<file path="src/sv/scalc_pkg.sv">
// Shared types and codes for the stack calculator.
package scalc_pkg;

    localparam int DEFAULT_STACK_DEPTH = 64;
    localparam int DATA_W = 32;

    localparam logic [2:0] FUNC_PUSH = 3'd0;
    localparam logic [2:0] FUNC_POP = 3'd1;
    localparam logic [2:0] FUNC_RD_TOP = 3'd2;
    localparam logic [2:0] FUNC_RD_BOT = 3'd3;
    localparam logic [2:0] FUNC_ADD = 3'd4;
    localparam logic [2:0] FUNC_SUB = 3'd5;
    localparam logic [2:0] FUNC_MUL = 3'd6;
    localparam logic [2:0] FUNC_DIV = 3'd7;

    localparam logic [2:0] ST_OK = 3'd0;
    localparam logic [2:0] ST_EMPTY = 3'd1;
    localparam logic [2:0] ST_RANGE = 3'd2;
    localparam logic [2:0] ST_FEW = 3'd3;
    localparam logic [2:0] ST_DIV0 = 3'd4;
    localparam logic [2:0] ST_FULL = 3'd5;

    typedef struct packed {
        logic [2:0] func;
        logic signed [31:0] push_value;
        logic [5:0] index;
    } in_beat_t;

    typedef struct packed {
        logic signed [31:0] value;
        logic [2:0] status;
        logic [6:0] depth;
    } out_beat_t;

    // Datapath commands from the controller
    typedef struct packed {
        logic load_a;
        logic load_b;
        logic load_res;
        logic div_start;
    } dp_cmd_t;

    typedef struct packed {
        logic div_done;
        logic a_zero;
    } dp_stat_t;

endpackage

</file>
<file path="src/sv/stack_calculator_engine_unit.sv">
// Top level of the integer stack calculator.
// One operation per beat, one result beat per operation. Push and most error
// results are fastest, then pop and reads, then a divide by zero, then
// add/subtract/multiply, and a divide is slowest: the 32-step shift-subtract
// divider sets the worst case.
// A new beat is taken once the previous result has been delivered. The stack
// lives in a RAM of STACK_DEPTH words with registered read; no clearing pass.
module stack_calculator_engine_unit #(
    parameter int STACK_DEPTH = scalc_pkg::DEFAULT_STACK_DEPTH
) (
    input  logic                 clk,
    input  logic                 rst_n,
    input  logic                 in_valid,
    output logic                 in_stall,
    input  scalc_pkg::in_beat_t  in_data,
    output logic                 out_valid,
    input  logic                 out_stall,
    output scalc_pkg::out_beat_t out_data
);
    import scalc_pkg::*;

    localparam int AW = $clog2(STACK_DEPTH);

    logic          mem_we;
    logic [AW-1:0] mem_waddr;
    logic [31:0]   mem_wdata;
    logic [AW-1:0] mem_raddr;
    logic [31:0]   mem_rdata;
    logic [2:0]    func;
    dp_cmd_t       cmd;
    dp_stat_t      stat;
    logic [31:0]   result;

    scalc_ram #(.WIDTH(DATA_W), .DEPTH(STACK_DEPTH)) u_ram (
        .clk   (clk),
        .we    (mem_we),
        .waddr (mem_waddr),
        .wdata (mem_wdata),
        .raddr (mem_raddr),
        .rdata (mem_rdata)
    );

    scalc_ctrl #(.STACK_DEPTH(STACK_DEPTH)) u_ctrl (
        .clk       (clk),
        .rst_n     (rst_n),
        .in_valid  (in_valid),
        .in_stall  (in_stall),
        .in_data   (in_data),
        .out_valid (out_valid),
        .out_stall (out_stall),
        .out_data  (out_data),
        .mem_we    (mem_we),
        .mem_waddr (mem_waddr),
        .mem_wdata (mem_wdata),
        .mem_raddr (mem_raddr),
        .mem_rdata (mem_rdata),
        .func      (func),
        .cmd       (cmd),
        .stat      (stat),
        .result    (result)
    );

    scalc_datapath u_dp (
        .clk    (clk),
        .rst_n  (rst_n),
        .func   (func),
        .rdata  (mem_rdata),
        .cmd    (cmd),
        .stat   (stat),
        .result (result)
    );

`ifndef SYNTH
    a_depth_range: assert property (@(posedge clk) disable iff (!rst_n)
        out_valid |-> (STACK_DEPTH >= 128 || out_data.depth <= 7'(STACK_DEPTH)))
        else $error("depth beyond stack size");
    a_err_zero: assert property (@(posedge clk) disable iff (!rst_n)
        out_valid && out_data.status != ST_OK |-> out_data.value == '0)
        else $error("error beat with nonzero value");
    a_no_accept_busy: assert property (@(posedge clk) disable iff (!rst_n)
        out_valid |-> in_stall)
        else $error("input taken while result pending");
`endif

endmodule

</file>
<file path="src/sv/scalc_ram.sv">
// Generic single-port-write, one-read-port RAM with registered read data.
module scalc_ram #(
    parameter int WIDTH = 32,
    parameter int DEPTH = 64
) (
    input  logic                     clk,
    input  logic                     we,
    input  logic [$clog2(DEPTH)-1:0] waddr,
    input  logic [WIDTH-1:0]         wdata,
    input  logic [$clog2(DEPTH)-1:0] raddr,
    output logic [WIDTH-1:0]         rdata
);

    logic [WIDTH-1:0] mem [DEPTH];

    always_ff @(posedge clk)
    begin
        if (we)
        begin
            mem[waddr] <= wdata;
        end
        rdata <= mem[raddr];
    end

endmodule

</file>
<file path="src/sv/scalc_datapath.sv">
// Operand registers, ALU, multiplier and iterative floor divider.
module scalc_datapath (
    input  logic                     clk,
    input  logic                     rst_n,
    input  logic [2:0]               func,
    input  logic [31:0]              rdata,
    input  scalc_pkg::dp_cmd_t       cmd,
    output scalc_pkg::dp_stat_t      stat,
    output logic [31:0]              result
);
    import scalc_pkg::*;

    logic [31:0] a_reg;
    logic [31:0] b_reg;
    logic [31:0] res_reg;
    logic [31:0] res_next;
    logic [31:0] prod;

    // Divider state
    logic        busy_reg;
    logic        busy_next;
    logic [5:0]  cnt_reg;
    logic [5:0]  cnt_next;
    logic [31:0] quo_reg;
    logic [31:0] quo_next;
    logic [32:0] rem_reg;
    logic [32:0] rem_next;
    logic [31:0] dvs_reg;
    logic        done_reg;
    logic        done_next;
    logic [31:0] mag_a;
    logic [31:0] mag_b;
    logic [32:0] trial;
    logic        neg_q;
    logic [31:0] fq;

    assign mag_a = a_reg[31] ? (~a_reg + 32'd1) : a_reg;
    assign mag_b = b_reg[31] ? (~b_reg + 32'd1) : b_reg;
    assign neg_q = a_reg[31] ^ b_reg[31];
    assign trial = {rem_reg[31:0], quo_reg[31]} - {1'b0, dvs_reg};

    always_comb
    begin
        busy_next = busy_reg;
        cnt_next = cnt_reg;
        quo_next = quo_reg;
        rem_next = rem_reg;
        done_next = 1'b0;
        if (cmd.div_start)
        begin
            busy_next = 1'b1;
            cnt_next = 6'd0;
            quo_next = mag_b;
            rem_next = 33'd0;
        end
        else if (busy_reg)
        begin
            if (!trial[32])
            begin
                rem_next = trial;
                quo_next = {quo_reg[30:0], 1'b1};
            end
            else
            begin
                rem_next = {rem_reg[31:0], quo_reg[31]};
                quo_next = {quo_reg[30:0], 1'b0};
            end
            cnt_next = cnt_reg + 6'd1;
            if (cnt_reg == 6'd31)
            begin
                busy_next = 1'b0;
                done_next = 1'b1;
            end
        end
    end

    always_comb
    begin
        if (neg_q)
        begin
            fq = ~quo_reg + 32'd1 - ((rem_reg[31:0] != 32'd0) ? 32'd1 : 32'd0);
        end
        else
        begin
            fq = quo_reg;
        end
    end

    assign prod = a_reg * b_reg;

    always_comb
    begin
        case (func)
            FUNC_ADD: res_next = a_reg + b_reg;
            FUNC_SUB: res_next = b_reg - a_reg;
            FUNC_MUL: res_next = prod;
            FUNC_DIV: res_next = fq;
            default:  res_next = a_reg;
        endcase
    end

    always_ff @(posedge clk or negedge rst_n)
    begin
        if (!rst_n)
        begin
            busy_reg <= 1'b0;
            done_reg <= 1'b0;
            cnt_reg <= 6'd0;
        end
        else
        begin
            busy_reg <= busy_next;
            done_reg <= done_next;
            cnt_reg <= cnt_next;
        end
    end

    always_ff @(posedge clk)
    begin
        quo_reg <= quo_next;
        rem_reg <= rem_next;
        if (cmd.div_start)
        begin
            dvs_reg <= mag_a;
        end
        if (cmd.load_a)
        begin
            a_reg <= rdata;
        end
        if (cmd.load_b)
        begin
            b_reg <= rdata;
        end
        if (cmd.load_res)
        begin
            res_reg <= res_next;
        end
    end

    assign stat.div_done = done_reg;
    assign stat.a_zero = (a_reg == 32'd0);
    assign result = res_reg;

endmodule

</file>
<file path="src/sv/scalc_ctrl.sv">
// Controller: sequences stack memory accesses and arithmetic for each beat.
module scalc_ctrl #(
    parameter int STACK_DEPTH = scalc_pkg::DEFAULT_STACK_DEPTH
) (
    input  logic                           clk,
    input  logic                           rst_n,
    input  logic                           in_valid,
    output logic                           in_stall,
    input  scalc_pkg::in_beat_t            in_data,
    output logic                           out_valid,
    input  logic                           out_stall,
    output scalc_pkg::out_beat_t           out_data,
    output logic                           mem_we,
    output logic [$clog2(STACK_DEPTH)-1:0] mem_waddr,
    output logic [31:0]                    mem_wdata,
    output logic [$clog2(STACK_DEPTH)-1:0] mem_raddr,
    input  logic [31:0]                    mem_rdata,
    output logic [2:0]                     func,
    output scalc_pkg::dp_cmd_t             cmd,
    input  scalc_pkg::dp_stat_t            stat,
    input  logic [31:0]                    result
);
    import scalc_pkg::*;

    localparam int AW = $clog2(STACK_DEPTH);
    localparam int CW = $clog2(STACK_DEPTH + 1);

    localparam logic [2:0] S_IDLE = 3'd0;
    localparam logic [2:0] S_RD_A = 3'd1;
    localparam logic [2:0] S_RD_B = 3'd2;
    localparam logic [2:0] S_EXEC = 3'd3;
    localparam logic [2:0] S_DIV = 3'd4;
    localparam logic [2:0] S_WB = 3'd5;
    localparam logic [2:0] S_READ = 3'd6;

    logic [2:0]    state_reg;
    logic [2:0]    state_next;
    logic [CW-1:0] count_reg;
    logic [CW-1:0] count_next;
    in_beat_t      item_reg;
    in_beat_t      item_next;
    logic          ovalid_reg;
    logic          ovalid_next;
    out_beat_t     odata_reg;
    out_beat_t     odata_next;
    logic          accept;
    logic [CW-1:0] idx_ext;

    assign in_stall = (state_reg != S_IDLE) || ovalid_reg;
    assign accept = in_valid && !in_stall;
    assign idx_ext = CW'(in_data.index);
    assign func = item_reg.func;

    always_comb
    begin
        state_next = state_reg;
        count_next = count_reg;
        item_next = item_reg;
        ovalid_next = ovalid_reg && out_stall;
        odata_next = odata_reg;
        mem_we = 1'b0;
        mem_waddr = count_reg[AW-1:0];
        mem_wdata = in_data.push_value;
        mem_raddr = AW'(count_reg - CW'(1));
        cmd = '0;
        case (state_reg)
            S_IDLE:
            begin
                if (accept)
                begin
                    item_next = in_data;
                    odata_next.value = '0;
                    odata_next.status = ST_OK;
                    odata_next.depth = 7'(count_reg);
                    case (in_data.func)
                        FUNC_PUSH:
                        begin
                            if (count_reg == CW'(STACK_DEPTH))
                            begin
                                odata_next.status = ST_FULL;
                            end
                            else
                            begin
                                mem_we = 1'b1;
                                count_next = count_reg + CW'(1);
                                odata_next.depth = 7'(count_reg + CW'(1));
                            end
                            ovalid_next = 1'b1;
                        end
                        FUNC_POP:
                        begin
                            if (count_reg == '0)
                            begin
                                odata_next.status = ST_EMPTY;
                                ovalid_next = 1'b1;
                            end
                            else
                            begin
                                count_next = count_reg - CW'(1);
                                odata_next.depth = 7'(count_reg - CW'(1));
                                state_next = S_READ;
                            end
                        end
                        FUNC_RD_TOP, FUNC_RD_BOT:
                        begin
                            if (idx_ext >= count_reg || in_data.index >= 6'(STACK_DEPTH)
                                && STACK_DEPTH < 64)
                            begin
                                odata_next.status = ST_RANGE;
                                ovalid_next = 1'b1;
                            end
                            else
                            begin
                                if (in_data.func == FUNC_RD_TOP)
                                begin
                                    mem_raddr = AW'(count_reg - CW'(1) - idx_ext);
                                end
                                else
                                begin
                                    mem_raddr = AW'(idx_ext);
                                end
                                state_next = S_READ;
                            end
                        end
                        default:
                        begin
                            if (count_reg < CW'(2))
                            begin
                                odata_next.status = ST_FEW;
                                ovalid_next = 1'b1;
                            end
                            else
                            begin
                                state_next = S_RD_A;
                            end
                        end
                    endcase
                end
            end
            S_READ:
            begin
                odata_next.value = mem_rdata;
                ovalid_next = 1'b1;
                state_next = S_IDLE;
            end
            S_RD_A:
            begin
                mem_raddr = AW'(count_reg - CW'(2));
                cmd.load_a = 1'b1;
                state_next = S_RD_B;
            end
            S_RD_B:
            begin
                cmd.load_b = 1'b1;
                state_next = S_EXEC;
            end
            S_EXEC:
            begin
                if (item_reg.func == FUNC_DIV)
                begin
                    if (stat.a_zero)
                    begin
                        count_next = count_reg - CW'(2);
                        odata_next.status = ST_DIV0;
                        odata_next.depth = 7'(count_reg - CW'(2));
                        ovalid_next = 1'b1;
                        state_next = S_IDLE;
                    end
                    else
                    begin
                        cmd.div_start = 1'b1;
                        state_next = S_DIV;
                    end
                end
                else
                begin
                    cmd.load_res = 1'b1;
                    state_next = S_WB;
                end
            end
            S_DIV:
            begin
                if (stat.div_done)
                begin
                    cmd.load_res = 1'b1;
                    state_next = S_WB;
                end
            end
            S_WB:
            begin
                mem_we = 1'b1;
                mem_waddr = AW'(count_reg - CW'(2));
                mem_wdata = result;
                count_next = count_reg - CW'(1);
                odata_next.value = result;
                odata_next.depth = 7'(count_reg - CW'(1));
                ovalid_next = 1'b1;
                state_next = S_IDLE;
            end
            default:
            begin
                state_next = S_IDLE;
            end
        endcase
    end

    always_ff @(posedge clk or negedge rst_n)
    begin
        if (!rst_n)
        begin
            state_reg <= S_IDLE;
            count_reg <= '0;
            ovalid_reg <= 1'b0;
        end
        else
        begin
            state_reg <= state_next;
            count_reg <= count_next;
            ovalid_reg <= ovalid_next;
        end
    end

    always_ff @(posedge clk)
    begin
        item_reg <= item_next;
        odata_reg <= odata_next;
    end

    assign out_valid = ovalid_reg;
    assign out_data = odata_reg;

endmodule

</file>
<file path="config.mk">
export PLATFORM = sky130hd
export DESIGN_NAME = stack_calculator_engine_unit
export DESIGN_NICKNAME = d
export VERILOG_FILES = /design/src/sv/scalc_pkg.sv /design/src/sv/stack_calculator_engine_unit.sv /design/src/sv/scalc_ram.sv /design/src/sv/scalc_datapath.sv /design/src/sv/scalc_ctrl.sv
export SDC_FILE = /design/constraint.sdc
export NUM_CORES = 2
export LEC_CHECK = 0
export BUFFER_PORTS_ARGS = -buffer_cell sky130_fd_sc_hd__buf_2
export CAP_MARGIN = 15
export CORE_ASPECT_RATIO = 0.6
export CORE_MARGIN = 2
export CORE_UTILIZATION = 45
export CTS_BUF_LIST = sky130_fd_sc_hd__clkbuf_4
export DETAILED_ROUTE_END_ITERATION = 16
export PLACE_DENSITY = 0.72
export SLEW_MARGIN = 0
export SYNTH_ARGS = -nofsm -noshare
export SYNTH_HDL_FRONTEND = slang
export SYNTH_HIERARCHICAL = 1
export SYNTH_SLANG_ARGS = --single-unit
</file>
<file path="constraint.sdc">
create_clock -name clk -period 9.7 [get_ports clk]
set_input_delay 0.485 -clock clk [delete_from_list [all_inputs] [get_ports clk]]
set_output_delay 0.485 -clock clk [all_outputs]
set_load 0.03 [all_outputs]
</file>
# After elaboration in Yosys (flattened, before gate mapping)
# Memories as Yosys holds them, arrays and structs flattened. A register that Yosys moved wholly into a read port is not among the register bits.
# Index checks and enable logic that the tools add are counted.
# totals
register_bits	256
out_inout_bits	44
ramBits	2048
elab_cells	154
mem_count	1
input_bits	45
# memory_table
name	depth	word_bits	rd	rd_ports_with_merged_regs	wr	line	rtl
u_ram.mem	64	32	1	1	1	scalc_ram.sv:14	logic [WIDTH-1:0] mem [DEPTH];
# classes
mul	1
muxes	73
n_addsub	12
n_reduce_logical	21
bitwise	4
n_eq_ne	23
n_lt_le_gt_ge	2
# ops
cell	n
2-to-1 mux 32 bit	6
case mux 32 bit (4 select lines)	1
adder 32 x 1 -> 32 bit, second input constant	3
inverter 32 bit	3
case mux 32 bit (3 select lines)	1
subtractor 32 bit	2
2-to-1 mux 42 bit	1
2-to-1 mux 6 bit	7
case mux 7 bit (3 select lines)	2
2-to-1 mux 7 bit	5
subtractor 33 x 32 -> 33 bit	1
adder 32 bit	1
zero test 32 bit	1
multiplier 32 x 32 -> 32 bit	1
nonzero test 32 bit	1
2-to-1 mux 31 bit	1
2-to-1 mux 1 bit	27
2-to-1 mux 3 bit	8
== test 3 bit, second input constant	7
2-to-1 mux 10 bit	2
case mux 3 bit (3 select lines)	2
case mux 3 bit (5 select lines)	1
case mux 7 bit (2 select lines)	1
== test 3 x 2 -> 1 bit, second input constant	4
other kinds (31)	47

# Depth between registers and ports, before layout
# depth
word_depth	8
ltp_mapped	28

# By module
# The synthesis kept the hierarchy.
# by_module_without_submodules
mod	n_inst	cells_each	area_per_inst_um2
scalc_ram	1	3323	78517.8
scalc_datapath	1	3366	30432.9
scalc_ctrl	1	503	4052.6

# Worst setup path after synthesis
# No wires, ideal clock.
# synth_path
kind	flip-flop to flip-flop
start	register u_dp.a_reg[16]
end	register u_dp.res_reg[29], in the netlist u_dp/result[29] (data pin)
path_stages_with_launch	24
arrival_ns	7.009
required_ns	9.426
n_path_buf	2
setup_slack_ns	2.417
cell_sequence	edfxtp_1 clkbuf_1 clkbuf_1 and2_1 fa_1 fa_1 fa_1 inv_1 fa_1 inv_1 fa_1 fa_1 fa_1 fa_1 ha_1 nand3_1 nor3_1 inv_1 a211o_1 a311oi_1 a21oi_1 xnor2_1 a222oi_1 a31oi_1
# synth_between
elab_chain_len	2
elab_cells_between_ends	4
# synth_lines
element	line	rtl
start, declared	scalc_datapath.sv:13	logic [31:0] a_reg;
start signal, assigned	scalc_datapath.sv:128	a_reg <= rdata;
multiplier 32 x 32 -> 32 bit (tied with other cells)	scalc_datapath.sv:89	assign prod = a_reg * b_reg;
case mux 32 bit (4 select lines) (*)	scalc_datapath.sv:93	case (func)
via u_dp.res_next[29]	scalc_datapath.sv:16	logic [31:0] res_next;
end signal, assigned	scalc_datapath.sv:136	res_reg <= res_next;
end, declared	scalc_datapath.sv:15	logic [31:0] res_reg;
# The timed path passes the listed nets; every way through them passes the cells marked *.
# A chain may end at the register's enable or synchronous reset.

# Worst setup path after layout
# layout_path
start	register u_dp.b_reg[3]
end	register u_dp.res_reg[31], in the netlist u_dp/result[31] (data pin)
# layout_between
elab_chain_len	2
elab_cells_between_ends	4
# layout_lines
element	line	rtl
start, declared	scalc_datapath.sv:14	logic [31:0] b_reg;
start signal, assigned	scalc_datapath.sv:132	b_reg <= rdata;
multiplier 32 x 32 -> 32 bit (tied with other cells)	scalc_datapath.sv:89	
case mux 32 bit (4 select lines) (*)	scalc_datapath.sv:93	
via u_dp.res_next[31]	scalc_datapath.sv:16	
# Marks and branches as above.

==> results.md <==
* Layout Nets at 8357
* Root Buffer: clkbuf_4
* Power Internal at 15400 µW
* Maximum vdd drop at 124 µV
* Vias in the first global route at 68298
* Total power at 19800 µW
* Vias/cell at 6.09
* Num CTS Buffers at 534
* Unrepaired setup endpoints after global routing: no
* Fin crit period at 8.42 ns
* Yosys warns at 6
* Status: finished, final reports clean
* Total wire length at 340 mm
* P&R area growth vs syn at 11.1%
* Commonest cells after routing, fill and taps aside: 2253 x edfxtp_1, 809 x clkbuf_4, 544 x mux4_2
* Initial antenna violation count at 23
* Placed cell count at 10409
* Hold path cells at 4
* Delay of the slowest cell on the worst path at 1.04 ns
* Slew headroom at 22.0%
* Hpwl dp at 218 mm
* GRT Util Overall at 26.5%
* Leading cell type in the layout, fill and taps excluded: edfxtp_1
* Largest net degree at the start of global routing at 110
* Total die area at 255000 µm²
* Most flop-heavy register: u_ram/mem
* Initial Utilization at 45.3%
* Setup TNS at 0 ns
* Pwr/cell area at 158 nW/µm²
* Worst slew pin tran at 1.17 ns
* Syn Inst Count at 7192
* DP Worst Slack at 1.25 ns
* CP required at 10.68 ns
* DIE HEIGHT at 392 µm
* R2R Path End: u_dp/result[31]$_DFFE_PP_
* Vias at 69093
* CTS HTree Levels at 6
* CP top delay family: adder cells
* Worst Hold End: u_ram/mem[35][13]$_DFFE_PP_
* HP Class: in2reg
* Max FFs per register at 2048
* Fillcell total at 20426
* Syn Nets at 7888
* Top FF cell, synth: edfxtp_1
* ANT nets after route at 0
* Die X at 651 µm
* Synth cell types at 96
* DR DRC count at 0
* Clk_skew at 0.139 ns
* Worst Setup Path Type: reg2reg
* Number of synthesized flops with an enable pin at 2253
* Count of final hold-check violations at 0
* Crit path buf inv count at 4
* Clock Sinks at 2336
* Switch share at 22.2%
* Final setup viols at 0
* IO Count at 89
* PortBufs at 88
* Initial DRC count at 10983
* Final WS setup at 1.28 ns
* CTS hold repair buffers at 20
* Slowest cell on crit path: edfxtp_1
* 1st-pass router iterations at 8
* Routed wire per std cell at 29.9 µm
* Worst setup SP type: register
* Final Util at 50.3%
* Seq cells post-synth at 2336
* Row count at 142
* Core Area at 250000 µm²
* Lkg Pwr at 0.0439 µW
* Setup crit end kind: register
* CP dominant cell by count: fa_1
* Top flop regs: u_ram/mem (2048), u_ctrl/out_data (42)
* Worst reg2reg path depth at 23
* GR Overflow Total at 0
* Reg2Reg Setup Slack at 1.28 ns
* Postcts setup bufs at 0
* CP cell instances: buf_4 > and2_1 > fa_1 > inv_1 > fa_1 > fa_1 > fa_1 > inv_1 > fa_1 > fa_1 > fa_1 > fa_1 > ha_1 > nand3_1 > nor3_1 > inv_1 > a211o_1 > a311oi_1 > a41o_1 > nand3_1 > o2111a_1 > o221a_2 > o22ai_1
* Synthesized cell area at 113000 µm²
* Clock Tree Buf Depth at 4
* Clk slew on worst S/H paths at 0.09 ns
* Combinational Power Share at 2.8%
* R2r startpoint: u_dp/b_reg[3]$_DFFE_PP_
* Layout cells sized above 1 at 23.4%
* Cells resized by post-CTS repair at 0
* F_max at 119 MHz
* Post-synth ARST share at 0.813%
* Global placement routability congestion at 0.967
* Net Sw Power at 4410 µW
* Post-route insts no fill at 11354
* Hold Path Origin: in_data[19]
* Avg Cell Area, Syn at 15.7 µm²
* CP arrival at 9.40 ns
* Max_cap viols at 0
* Crit-path max FO at 22
* Max-slew violations at 0
* TritonCTS clock tree: done
* Final Cycle Share at 86.8%
* Clock power frac at 41.3%
* Worst skew pair latency at 1.30 ns
* First-pass GRT wire length at 486 mm
* Seq/Total Area, Yosys at 61.4%
* Sequential Power Share at 56.0%
[synthesized netlist by cell type, types with 46 or more instances]
master	number	area share, %
edfxtp_1	2253	60
nand2_1	566	1.9
mux4_2	544	11
inv_1	493	1.6
fa_1	411	7.3
nor2_1	340	1.1
and2_1	316	1.7
clkbuf_1	266	0.88
ha_1	240	2.7
a21oi_1	235	1.0
xnor2_1	154	1.2
mux2i_1	126	1.1
o21ai_0	113	0.50
xor2_1	106	0.82
o22ai_1	101	0.56
buf_2	64	0.28
dfxtp_1	64	1.1
a21o_1	56	0.37
a211oi_1	47	0.31
nor3_1	46	0.20
[layout make-up]
class | count | area, µm² | area share (%)
inverters | 496 | 1860 | 1.48
multi-input cells | 3963 | 40700 | 32.4
well taps | 3312 | 4140 | 3.30
clock inverters | 100 | 913 | 0.727
clock buffers | 807 | 6060 | 4.82
diodes | 10 | 25.0 | 0.0199
flip-flops and latches | 2336 | 69400 | 55.3
repair buffers | 330 | 2440 | 1.94
[worst max path at each step]
stage | cells after the start | startpoint | end
floorplan | 23 | u_dp/a_reg[16]$_DFFE_PP_ | u_dp/result[29]$_DFFE_PP_
detailed placement | 23 | u_dp/a_reg[3]$_DFFE_PP_ | u_dp/result[21]$_DFFE_PP_
finish | 23 | u_dp/b_reg[3]$_DFFE_PP_ | u_dp/result[31]$_DFFE_PP_
global placement | 23 | u_dp/a_reg[3]$_DFFE_PP_ | u_dp/result[21]$_DFFE_PP_
CTS | 23 | u_dp/a_reg[3]$_DFFE_PP_ | u_dp/result[21]$_DFFE_PP_
global route | 23 | u_dp/b_reg[3]$_DFFE_PP_ | u_dp/result[31]$_DFFE_PP_
[worst min-delay path: stages]
cell	delay [ns]
buf_2	0.10
nand2_1	0.09
nand2_2	0.05
buf_4	0.31
[power groups by stage]
stage / Combinational, µW / Sequential, µW / Clock [µW]
3_5_place_dp: 516 / 11300 / 0
4_1_cts: 524 / 11100 / 8300
2_1_floorplan: 253 / 11300 / 0
6_report: 548 / 11100 / 8180
3_3_place_gp: 497 / 11300 / 0
5_1_grt: 565 / 11100 / 8800
[metal layers]
layer / GRT usage, % / vias to the layer above / part of all wire, %
met2: 36.0 / 5076 / 41
met5: 1.21 / - / 0.17
met4: 7.28 / 20 / 2.7
met3: 10.9 / 499 / 17
met1: 38.9 / 35265 / 39
li1: - / 28233 / -
[per-stage QoR]
step,cell area [µm²],hold slack [ns]
global route,126000,0.0395
global placement,118000,0.441
finish,126000,0.0762
floorplan,113000,0.189
CTS,125000,0.0186
detailed placement,118000,0.447
[cell families (layout without fill, tap and decap cells)]
logic type	Yosys count	after routing	synth area share, %
other	0	10	0
AO/OA/AOI/OAI	836	836	4.85
buffers and inverters	893	1733	3.18
multiplexers	678	678	12.0
flip-flops	2336	2336	61.4
XOR/XNOR	261	261	2.04
AND/OR/NAND/NOR	1537	1537	6.54
adder cells (fa/ha/maj)	651	651	9.94
(Power assumes the default switching activity.)
